File: src/design/i2cmbe_pkg.sv
// ----------------------------------------------------------------------------
// I2C master byte engine package
// Command codes, queue entry and result types shared by the engine modules.
// ----------------------------------------------------------------------------
package i2cmbe_pkg;

  localparam int unsigned QueueDepth = 2;

  // Encoding of the kind field on the tick channel.
  localparam logic [2:0] KIND_START = 3'd0;
  localparam logic [2:0] KIND_STOP  = 3'd1;
  localparam logic [2:0] KIND_TX    = 3'd2;
  localparam logic [2:0] KIND_RX    = 3'd3;
  localparam logic [2:0] KIND_ACK   = 3'd4;
  localparam logic [2:0] KIND_NACK  = 3'd5;

  localparam logic [7:0] ACK_TIMEOUT_RESET = 8'hFF;

  // Command after classification; CMD_NONE covers no offer and unknown kinds.
  typedef enum logic [2:0] {
    CMD_NONE,
    CMD_START,
    CMD_STOP,
    CMD_TX,
    CMD_RX,
    CMD_ACK,
    CMD_NACK
  } cmd_t;

  typedef struct packed {
    cmd_t       cmd;
    logic [7:0] tx_byte;
    logic       sda_in;
  } tick_t;

  typedef struct packed {
    logic       scl_level;
    logic       sda_level;
    logic       sda_released;
    logic       busy_res;
    logic       done_res;
    logic [7:0] rx_byte;
    logic       ack_missing;
  } result_t;

endpackage

File: src/design/i2cmbe_if.sv
// ----------------------------------------------------------------------------
// I2C master byte engine channels
// Valid/ready interfaces for the tick input and the line result output.
// ----------------------------------------------------------------------------
interface i2cmbe_tick_if;
  logic       valid;
  logic       ready;
  logic       cmd_valid;
  logic [2:0] kind;
  logic [7:0] tx_byte;
  logic       sda_in;

  modport source (output valid, output cmd_valid, output kind, output tx_byte,
                  output sda_in, input ready);
  modport sink (input valid, input cmd_valid, input kind, input tx_byte,
                input sda_in, output ready);
endinterface

interface i2cmbe_result_if;
  logic       valid;
  logic       ready;
  logic       scl_level;
  logic       sda_level;
  logic       sda_released;
  logic       busy_res;
  logic       done_res;
  logic [7:0] rx_byte;
  logic       ack_missing;

  modport source (output valid, output scl_level, output sda_level,
                  output sda_released, output busy_res, output done_res,
                  output rx_byte, output ack_missing, input ready);
  modport sink (input valid, input scl_level, input sda_level,
                input sda_released, input busy_res, input done_res,
                input rx_byte, input ack_missing, output ready);
endinterface

File: src/design/i2cmbe_front.sv
// ----------------------------------------------------------------------------
// I2C master byte engine front end
// Decodes each tick beat into a command code and queues it for the sequencer.
// ----------------------------------------------------------------------------
module i2cmbe_front (
  input  logic                clk,
  input  logic                rst,
  i2cmbe_tick_if.sink         tick,
  output i2cmbe_pkg::tick_t   head,
  output logic                head_valid,
  input  logic                pop
);
  import i2cmbe_pkg::*;

  localparam int unsigned PtrW = $clog2(QueueDepth);
  localparam int unsigned CntW = $clog2(QueueDepth + 1);

  tick_t           queue [QueueDepth];
  logic [PtrW-1:0] wr_ptr;
  logic [PtrW-1:0] rd_ptr;
  logic [CntW-1:0] count;
  tick_t           entry;
  logic            push;
  logic            do_pop;

  always_comb begin
    entry.tx_byte = tick.tx_byte;
    entry.sda_in  = tick.sda_in;
    entry.cmd     = CMD_NONE;
    if (tick.cmd_valid) begin
      unique case (tick.kind)
        KIND_START: entry.cmd = CMD_START;
        KIND_STOP:  entry.cmd = CMD_STOP;
        KIND_TX:    entry.cmd = CMD_TX;
        KIND_RX:    entry.cmd = CMD_RX;
        KIND_ACK:   entry.cmd = CMD_ACK;
        KIND_NACK:  entry.cmd = CMD_NACK;
        default:    entry.cmd = CMD_NONE;
      endcase
    end
  end

  assign tick.ready = (count != CntW'(QueueDepth));
  assign push       = tick.valid && tick.ready;
  assign head_valid = (count != '0);
  assign do_pop     = pop && head_valid;
  assign head       = queue[rd_ptr];

  always_ff @(posedge clk) begin
    if (push) begin
      queue[wr_ptr] <= entry;
    end
  end

  always_ff @(posedge clk) begin
    if (rst) begin
      wr_ptr <= '0;
      rd_ptr <= '0;
      count  <= '0;
    end else begin
      if (push) begin
        wr_ptr <= (wr_ptr == PtrW'(QueueDepth - 1)) ? '0 : wr_ptr + 1'b1;
      end
      if (do_pop) begin
        rd_ptr <= (rd_ptr == PtrW'(QueueDepth - 1)) ? '0 : rd_ptr + 1'b1;
      end
      if (push && !do_pop) begin
        count <= count + 1'b1;
      end else if (do_pop && !push) begin
        count <= count - 1'b1;
      end
    end
  end

endmodule

File: src/design/i2cmbe_back.sv
// ----------------------------------------------------------------------------
// I2C master byte engine sequencer
// Steps the SCL/SDA sequence one tick per queued beat into an output register.
// ----------------------------------------------------------------------------
module i2cmbe_back (
  input  logic               clk,
  input  logic               rst,
  input  logic               cfg_wen,
  input  logic [7:0]         cfg_wdata,
  input  i2cmbe_pkg::tick_t  head,
  input  logic               head_valid,
  output logic               pop,
  i2cmbe_result_if.source    res
);
  import i2cmbe_pkg::*;

  typedef enum logic [3:0] {
    PH_IDLE,
    PH_START,
    PH_STOP,
    PH_ACKB,
    PH_TXBIT,
    PH_TXLOW,
    PH_TXREL,
    PH_TXPOLL,
    PH_TXEND,
    PH_RX
  } phase_t;

  phase_t     phase, phase_next, phase_w;
  logic [2:0] bit_count, bit_count_next;
  logic [1:0] sub_step, sub_step_next;
  logic [7:0] shift_reg, shift_reg_next;
  logic [7:0] poll_count, poll_count_next;
  logic [7:0] rx_reg, rx_reg_next;
  logic       ack_error, ack_error_next;
  logic       scl_reg, scl_reg_next;
  logic       sda_reg, sda_reg_next;
  logic [7:0] ack_timeout;
  logic       busy, done, rel;
  logic       out_valid;
  result_t    out_data;

  assign pop = head_valid && (!out_valid || res.ready);

  always_comb begin
    phase_w         = phase;
    bit_count_next  = bit_count;
    sub_step_next   = sub_step;
    shift_reg_next  = shift_reg;
    poll_count_next = poll_count;
    rx_reg_next     = rx_reg;
    ack_error_next  = ack_error;
    scl_reg_next    = scl_reg;
    sda_reg_next    = sda_reg;
    busy            = 1'b0;
    done            = 1'b0;
    rel             = 1'b0;

    // A command is taken only on an idle tick and runs its first step at once.
    if (phase == PH_IDLE && head.cmd != CMD_NONE) begin
      sub_step_next  = '0;
      bit_count_next = '0;
      unique case (head.cmd)
        CMD_START: phase_w = PH_START;
        CMD_STOP:  phase_w = PH_STOP;
        CMD_TX: begin
          phase_w        = PH_TXBIT;
          shift_reg_next = head.tx_byte;
        end
        CMD_RX: begin
          phase_w        = PH_RX;
          shift_reg_next = '0;
          sda_reg_next   = 1'b1;
        end
        CMD_ACK: begin
          phase_w      = PH_ACKB;
          sda_reg_next = 1'b0;
        end
        default: begin
          phase_w      = PH_ACKB;
          sda_reg_next = 1'b1;
        end
      endcase
    end

    phase_next = phase_w;
    if (phase_w != PH_IDLE) begin
      busy = 1'b1;
      unique case (phase_w)
        PH_START: begin
          if (sub_step_next == 2'd0) begin
            scl_reg_next  = 1'b1;
            sda_reg_next  = 1'b1;
            sub_step_next = 2'd1;
          end else if (sub_step_next == 2'd1) begin
            sda_reg_next  = 1'b0;
            sub_step_next = 2'd2;
          end else begin
            scl_reg_next = 1'b0;
            done         = 1'b1;
          end
        end
        PH_STOP: begin
          if (sub_step_next == 2'd0) begin
            scl_reg_next  = 1'b0;
            sda_reg_next  = 1'b0;
            sub_step_next = 2'd1;
          end else if (sub_step_next == 2'd1) begin
            scl_reg_next  = 1'b1;
            sub_step_next = 2'd2;
          end else begin
            sda_reg_next = 1'b1;
            done         = 1'b1;
          end
        end
        PH_ACKB: begin
          if (sub_step_next == 2'd0) begin
            scl_reg_next  = 1'b1;
            sub_step_next = 2'd1;
          end else begin
            scl_reg_next = 1'b0;
            done         = 1'b1;
          end
        end
        PH_TXBIT: begin
          if (sub_step_next == 2'd0) begin
            scl_reg_next  = 1'b0;
            sda_reg_next  = shift_reg_next[7];
            sub_step_next = 2'd1;
          end else begin
            scl_reg_next   = 1'b1;
            shift_reg_next = {shift_reg_next[6:0], 1'b0};
            sub_step_next  = 2'd0;
            if (bit_count_next == 3'd7) begin
              phase_next = PH_TXLOW;
            end else begin
              bit_count_next = bit_count_next + 1'b1;
            end
          end
        end
        PH_TXLOW: begin
          scl_reg_next = 1'b0;
          phase_next   = PH_TXREL;
        end
        PH_TXREL: begin
          rel             = 1'b1;
          sda_reg_next    = 1'b1;
          scl_reg_next    = 1'b1;
          // A timeout of zero still gives one poll.
          poll_count_next = (ack_timeout == '0) ? 8'd1 : ack_timeout;
          phase_next      = PH_TXPOLL;
        end
        PH_TXPOLL: begin
          rel             = 1'b1;
          scl_reg_next    = 1'b1;
          poll_count_next = poll_count - 1'b1;
          if (!head.sda_in) begin
            ack_error_next = 1'b0;
            phase_next     = PH_TXEND;
          end else if (poll_count_next == '0) begin
            ack_error_next = 1'b1;
            phase_next     = PH_TXEND;
          end
        end
        PH_TXEND: begin
          rel          = 1'b1;
          scl_reg_next = 1'b0;
          done         = 1'b1;
        end
        PH_RX: begin
          rel          = 1'b1;
          sda_reg_next = 1'b1;
          if (sub_step_next == 2'd0) begin
            scl_reg_next  = 1'b1;
            sub_step_next = 2'd1;
          end else if (sub_step_next == 2'd1) begin
            scl_reg_next   = 1'b1;
            shift_reg_next = {shift_reg_next[6:0], head.sda_in};
            sub_step_next  = 2'd2;
          end else begin
            scl_reg_next  = 1'b0;
            sub_step_next = 2'd0;
            if (bit_count_next == 3'd7) begin
              rx_reg_next = shift_reg_next;
              done        = 1'b1;
            end else begin
              bit_count_next = bit_count_next + 1'b1;
            end
          end
        end
        default: begin
          busy = 1'b0;
        end
      endcase
      if (done || !busy) begin
        phase_next     = PH_IDLE;
        sub_step_next  = '0;
        bit_count_next = '0;
      end
    end
  end

  always_ff @(posedge clk) begin
    if (rst) begin
      phase       <= PH_IDLE;
      bit_count   <= '0;
      sub_step    <= '0;
      shift_reg   <= '0;
      poll_count  <= '0;
      rx_reg      <= '0;
      ack_error   <= 1'b0;
      scl_reg     <= 1'b1;
      sda_reg     <= 1'b1;
      ack_timeout <= ACK_TIMEOUT_RESET;
      out_valid   <= 1'b0;
    end else begin
      if (cfg_wen) begin
        ack_timeout <= cfg_wdata;
      end
      if (pop) begin
        phase                 <= phase_next;
        bit_count             <= bit_count_next;
        sub_step              <= sub_step_next;
        shift_reg             <= shift_reg_next;
        poll_count            <= poll_count_next;
        rx_reg                <= rx_reg_next;
        ack_error             <= ack_error_next;
        scl_reg               <= scl_reg_next;
        sda_reg               <= sda_reg_next;
        out_valid             <= 1'b1;
        out_data.scl_level    <= scl_reg_next;
        out_data.sda_level    <= sda_reg_next;
        out_data.sda_released <= rel;
        out_data.busy_res     <= busy;
        out_data.done_res     <= done;
        out_data.rx_byte      <= rx_reg_next;
        out_data.ack_missing  <= ack_error_next;
      end else if (res.ready) begin
        out_valid <= 1'b0;
      end
    end
  end

  assign res.valid        = out_valid;
  assign res.scl_level    = out_data.scl_level;
  assign res.sda_level    = out_data.sda_level;
  assign res.sda_released = out_data.sda_released;
  assign res.busy_res     = out_data.busy_res;
  assign res.done_res     = out_data.done_res;
  assign res.rx_byte      = out_data.rx_byte;
  assign res.ack_missing  = out_data.ack_missing;

endmodule

File: src/design/i2c_master_byte_engine_top.sv
// ----------------------------------------------------------------------------
// I2C master byte engine
// Each tick beat carries the sampled SDA level and an optional command
// (start, stop, send byte, receive byte, send ACK, send NACK). Each accepted
// tick beat yields exactly one result beat: the SCL and SDA levels for that
// tick, the SDA release flag, busy, a done pulse, the last received byte and
// the missing-ACK flag. Commands offered while a sequence runs are dropped.
// The tick channel feeds a two-entry queue; the sequencer steps once per
// queued beat into an output register, so one beat per cycle is sustained
// while the result receiver is ready. An accepted tick beat is held in the
// queue, then registered in the output register, from which its result beat
// is offered. When the result receiver stalls, the output register holds its
// beat and the queue fills up to its two entries before tick.ready drops.
// Reset (rst, synchronous) empties the queue, idles the sequencer with SCL
// and SDA high and sets ack_timeout to 255. Write ack_timeout through
// cfg_wen/cfg_wdata only while no beat is in flight.
// ----------------------------------------------------------------------------
module i2c_master_byte_engine_top (
  input  logic            clk,
  input  logic            rst,
  input  logic            cfg_wen,
  input  logic [7:0]      cfg_wdata,
  i2cmbe_tick_if.sink     tick,
  i2cmbe_result_if.source res
);
  import i2cmbe_pkg::*;

  tick_t head;
  logic  head_valid;
  logic  pop;

  i2cmbe_front u_front (
    .clk        (clk),
    .rst        (rst),
    .tick       (tick),
    .head       (head),
    .head_valid (head_valid),
    .pop        (pop)
  );

  i2cmbe_back u_back (
    .clk        (clk),
    .rst        (rst),
    .cfg_wen    (cfg_wen),
    .cfg_wdata  (cfg_wdata),
    .head       (head),
    .head_valid (head_valid),
    .pop        (pop),
    .res        (res)
  );

endmodule

File: src/flat_wrapper.sv
// flat-port wrapper written by rule: the top's interface ports become plain ports
module i2c_master_byte_engine_top_flat import i2cmbe_pkg::*;
  (clk, rst, cfg_wen, cfg_wdata, tick_valid, tick_cmd_valid, tick_kind, tick_tx_byte, tick_sda_in, tick_ready, res_valid, res_scl_level, res_sda_level, res_sda_released, res_busy_res, res_done_res, res_rx_byte, res_ack_missing, res_ready);
  i2cmbe_tick_if tick_i ();
  i2cmbe_result_if res_i ();
  input  logic clk;
  input  logic rst;
  input  logic cfg_wen;
  input  logic [7:0] cfg_wdata;
  input wire logic [$bits(tick_i.valid)-1:0] tick_valid;
  input wire logic [$bits(tick_i.cmd_valid)-1:0] tick_cmd_valid;
  input wire logic [$bits(tick_i.kind)-1:0] tick_kind;
  input wire logic [$bits(tick_i.tx_byte)-1:0] tick_tx_byte;
  input wire logic [$bits(tick_i.sda_in)-1:0] tick_sda_in;
  output wire logic [$bits(tick_i.ready)-1:0] tick_ready;
  output wire logic [$bits(res_i.valid)-1:0] res_valid;
  output wire logic [$bits(res_i.scl_level)-1:0] res_scl_level;
  output wire logic [$bits(res_i.sda_level)-1:0] res_sda_level;
  output wire logic [$bits(res_i.sda_released)-1:0] res_sda_released;
  output wire logic [$bits(res_i.busy_res)-1:0] res_busy_res;
  output wire logic [$bits(res_i.done_res)-1:0] res_done_res;
  output wire logic [$bits(res_i.rx_byte)-1:0] res_rx_byte;
  output wire logic [$bits(res_i.ack_missing)-1:0] res_ack_missing;
  input wire logic [$bits(res_i.ready)-1:0] res_ready;
  assign tick_i.valid = tick_valid;
  assign tick_i.cmd_valid = tick_cmd_valid;
  assign tick_i.kind = tick_kind;
  assign tick_i.tx_byte = tick_tx_byte;
  assign tick_i.sda_in = tick_sda_in;
  assign tick_ready = tick_i.ready;
  assign res_valid = res_i.valid;
  assign res_scl_level = res_i.scl_level;
  assign res_sda_level = res_i.sda_level;
  assign res_sda_released = res_i.sda_released;
  assign res_busy_res = res_i.busy_res;
  assign res_done_res = res_i.done_res;
  assign res_rx_byte = res_i.rx_byte;
  assign res_ack_missing = res_i.ack_missing;
  assign res_i.ready = res_ready;
  i2c_master_byte_engine_top u_core (.clk(clk), .rst(rst), .cfg_wen(cfg_wen), .cfg_wdata(cfg_wdata), .tick(tick_i), .res(res_i));
endmodule
File: config.mk
export PLATFORM = sky130hd
export DESIGN_NAME = i2c_master_byte_engine_top_flat
export DESIGN_NICKNAME = d
export VERILOG_FILES = /design/src/design/i2cmbe_pkg.sv /design/src/design/i2cmbe_if.sv /design/src/design/i2cmbe_front.sv /design/src/design/i2cmbe_back.sv /design/src/design/i2c_master_byte_engine_top.sv /design/src/flat_wrapper.sv
export SDC_FILE = /design/constraint.sdc
export NUM_CORES = 1
export LEC_CHECK = 0
export ABC_AREA = 0
export BUFFER_PORTS_ARGS = -buffer_cell sky130_fd_sc_hd__buf_4
export CAP_MARGIN = 10
export CORE_ASPECT_RATIO = 1.25
export CORE_MARGIN = 2
export CORE_UTILIZATION = 55
export DETAILED_ROUTE_END_ITERATION = 8
export GPL_ROUTABILITY_DRIVEN = 1
export PLACE_DENSITY = 0.75
export SLEW_MARGIN = 20
export SYNTH_ARGS = -nofsm -noshare
export SYNTH_HDL_FRONTEND = slang
export SYNTH_SLANG_ARGS = --single-unit
File: constraint.sdc
create_clock -name clk -period 5.1 [get_ports clk]
set_input_delay 0.255 -clock clk [delete_from_list [all_inputs] [get_ports clk]]
set_output_delay 0.255 -clock clk [all_outputs]
set_load 0.05 [all_outputs]
==> results.py <==
metrics = {
    "drt": {
        "drt_drc_violations_left": 0,
        "drt_pre_antenna_iters": 5,
        "vias_per_cell": 6.42,
        "drt-total-wl_um": 11500,
        "postRouteAntennaNets": 0,
        "drtIter0Drc": 349,
        "via_count": 4107,
        "wl_per_cell_um": 18.0,
    },
    "clock_network": {
        "path_clk_slew_ps": 90,
        "cts.repair.resized": 0,
        "cts_setup_buffers": 0,
        "cts_buffer_depth": 2,
        "clk_latency_ps": 360,
        "clockRootBuffer": "clkbuf_8",
        "h-tree-depth": 3,
        "cts_hold_buf": 0,
        "numCtsBuffers": 9,
        "tritoncts": "done",
        "cts_sinks": 88,
    },
    "synthesis": {
        "synth_top_area_frac": 0.242,
        "synth_edf_count": 38,
        "synth.avg_cell_area_um2": 9.31,
        "synth_cell_types": 77,
        "post-synth-top-area-cell": "edfxtp_1",
        "yosysSeqAreaShare": 0.454,
        "async_flop_share": 0,
        "ys_top_cells_by_area": "edfxtp_1 24%, dfxtp_1 21%, nand2_1 5.2%, a21oi_1 4.3%, nor2_1 3.5%",
        "ys_seq_elements": 88,
        "syn-cell-area_mm2": 0.00472,
        "ys.flop_type": "dfxtp_1",
        "ys_warn_count": 0,
        "synthesis.nets": 541,
        "netlist_instances": 507,
    },
    "layout": {
        "finalInstanceArea_mm2": 0.00531,
        "synthToLayoutAreaGrowth_pct": 12.4,
        "multi_input_area_mm2": 0.00241,
        "largest_register_ffs": 24,
        "largest-register": "u_core.u_front.queue",
        "drive_above_1_share": 0.166,
        "fin_util": 0.640,
        "final_common_cell": "nand2_1",
        "layout_common_cells": "66 x nand2_1, 50 x dfxtp_1, 47 x buf_4, 44 x nor2_1, 41 x a21oi_1",
        "antenna_cells_inserted": 0,
        "finish.net_count": 572,
        "fillCellCount": 651,
        "regArea_mm2": 0.00214,
    },
    "global_route": {
        "grt_usage": 0.259,
        "antenna_found_initial": 0,
        "grt_pass1_wl_um": 18900,
        "grt_max_degree": 52,
        "grt.overflow.total": 0,
        "grt_pass1_vias": 3986,
    },
    "setup_path": {
        "worst-r2r-cell-count": 11,
        "cp-start-kind": "flip-flop",
        "required_ps": 5400,
        "cp.arrival_ps": 4080,
        "ff2ff_setup_slack_ps": 1310,
        "critPathKind": "flip-flop to flip-flop",
        "end_kind": "flip-flop",
        "critPathMaxFanout": 14,
        "reg2reg_from": "u_core.u_back.phase[2]",
        "reg2reg_to": "u_core.u_back.phase[1]",
    },
    "sta": {
        "slew-limit-headroom": 0.305,
        "grt_setup_unrepaired": "no",
        "drv_slew": 0,
        "final-hold-violation-count": 0,
        "period_minus_slack_ps": 3790,
        "fmax_ghz": 0.264,
        "finalSetupViolations": 0,
        "worst_pin_slew_ps": 1040,
        "fin_setup_tns_ps": 0,
        "final.setup_skew_ps": 7.33,
        "finalCritPeriodShare": 0.743,
    },
    "floorplanning": {
        "die_x_um": 86.9,
        "ioPinCount": 42,
        "coreArea_mm2": 0.00829,
        "std_cell_rows": 37,
        "die-area_mm2": 0.00934,
        "initial_utilization": 0.570,
        "die-height_um": 108,
    },
    "hold_path": {
        "holdCritStartpoint": "tick_tx_byte[4]",
        "hold_end": "u_core.u_front.queue[1][5]",
        "min_path_cells": 1,
        "hold_class": "input pin to flip-flop",
    },
    "power": {
        "p_per_area_mw_per_mm2": 578,
        "ir_worst_vdd_uv": 366,
        "p_leak_nw": 1.96,
        "p_total_w": 0.00307,
    },
    "status": {
        "outcome": "finished, final reports clean",
    },
    "placement": {
        "place_congestion": 0.956,
        "hpwlAfterDp_um": 8010,
        "io_buffers": 41,
        "postPlaceCellArea_mm2": 0.00508,
    },
    "flow_run": {
        "max_cap_viol_count": 0,
    },
}
## cell type report
| type | instances | share of cell area |
|---|---|---|
| clock buffer | 12 | 0.0273 |
| clock inverter | 4 | 0.0146 |
| inverter | 15 | 0.0106 |
| multi-input combinational | 377 | 0.455 |
| sequential | 88 | 0.404 |
| tap | 97 | 0.0229 |
| timing repair buffer | 47 | 0.0665 |
## through the flow
step                hold slack [ps]  worst slack, ps  instances
finish                         72.9             1310        640
detailed placement              445             1400        624
global placement                439             1530        624
global route                   60.3             1080        640
CTS                            64.3             1380        640
floorplan                       354             1780        507
## cell families after synthesis
kind of cell,synth area share
AO/OA/AOI/OAI,0.215
XOR/XNOR,0.0111
adder cells (fa/ha/maj),0.0212
buffers and inverters,0.0363
flip-flops,0.454
multiplexers,0.0535
AND/OR/NAND/NOR,0.209
## synthesized netlist by cell type, types with 6 or more instances
cell type  number
a211o_1         9
a211oi_1        6
a21oi_1        41
a221o_1         6
clkbuf_1       17
dfxtp_1        50
edfxtp_1       38
ha_1            8
inv_1          15
mux2_2         10
mux2i_1        14
nand2_1        66
nand2b_1       12
nand3_1        12
nor2_1         44
nor2b_1        10
nor3_1         15
o211ai_1        8
o21ai_0        21
## power by group
group	internal, W	switching [W]	leakage (nW)
clock network	0.000292	0.000249	0.111
logic	0.000517	0.00104	1.09
registers	0.000880	0.0000888	0.766
## how the worst max path moves through the flow
stage	from	endpoint
after floorplan	u_core.u_front.queue[0][9]	u_core.u_back.phase[1]
after global placement	u_core.u_back.phase[2]	u_core.u_back.phase[1]
after detailed placement	u_core.u_back.phase[2]	u_core.u_back.phase[1]
after CTS	u_core.u_back.phase[2]	u_core.u_back.phase[1]
after global routing	u_core.u_back.phase[2]	u_core.u_back.phase[1]
final	u_core.u_back.phase[2]	u_core.u_back.phase[1]
## worst max-delay path, cell delays in order, from the launching register on
cell      delay [ps]
dfxtp_1          440
nor4_4           490
o311ai_2         170
buf_4            200
nand2_1          180
ha_1             480
nand4b_1         250
nor3b_1           90
a221oi_2         220
or3b_1           520
or4_1            550
a21oi_1          120
## layer usage
metal | part of all wire | track usage
met1 | 0.39 | 0.309
met2 | 0.51 | 0.440
met3 | 0.054 | 0.0452
met4 | 0.043 | 0.138
met5 | 0 | 0
Note: power is estimated with default switching activity, not from simulation.
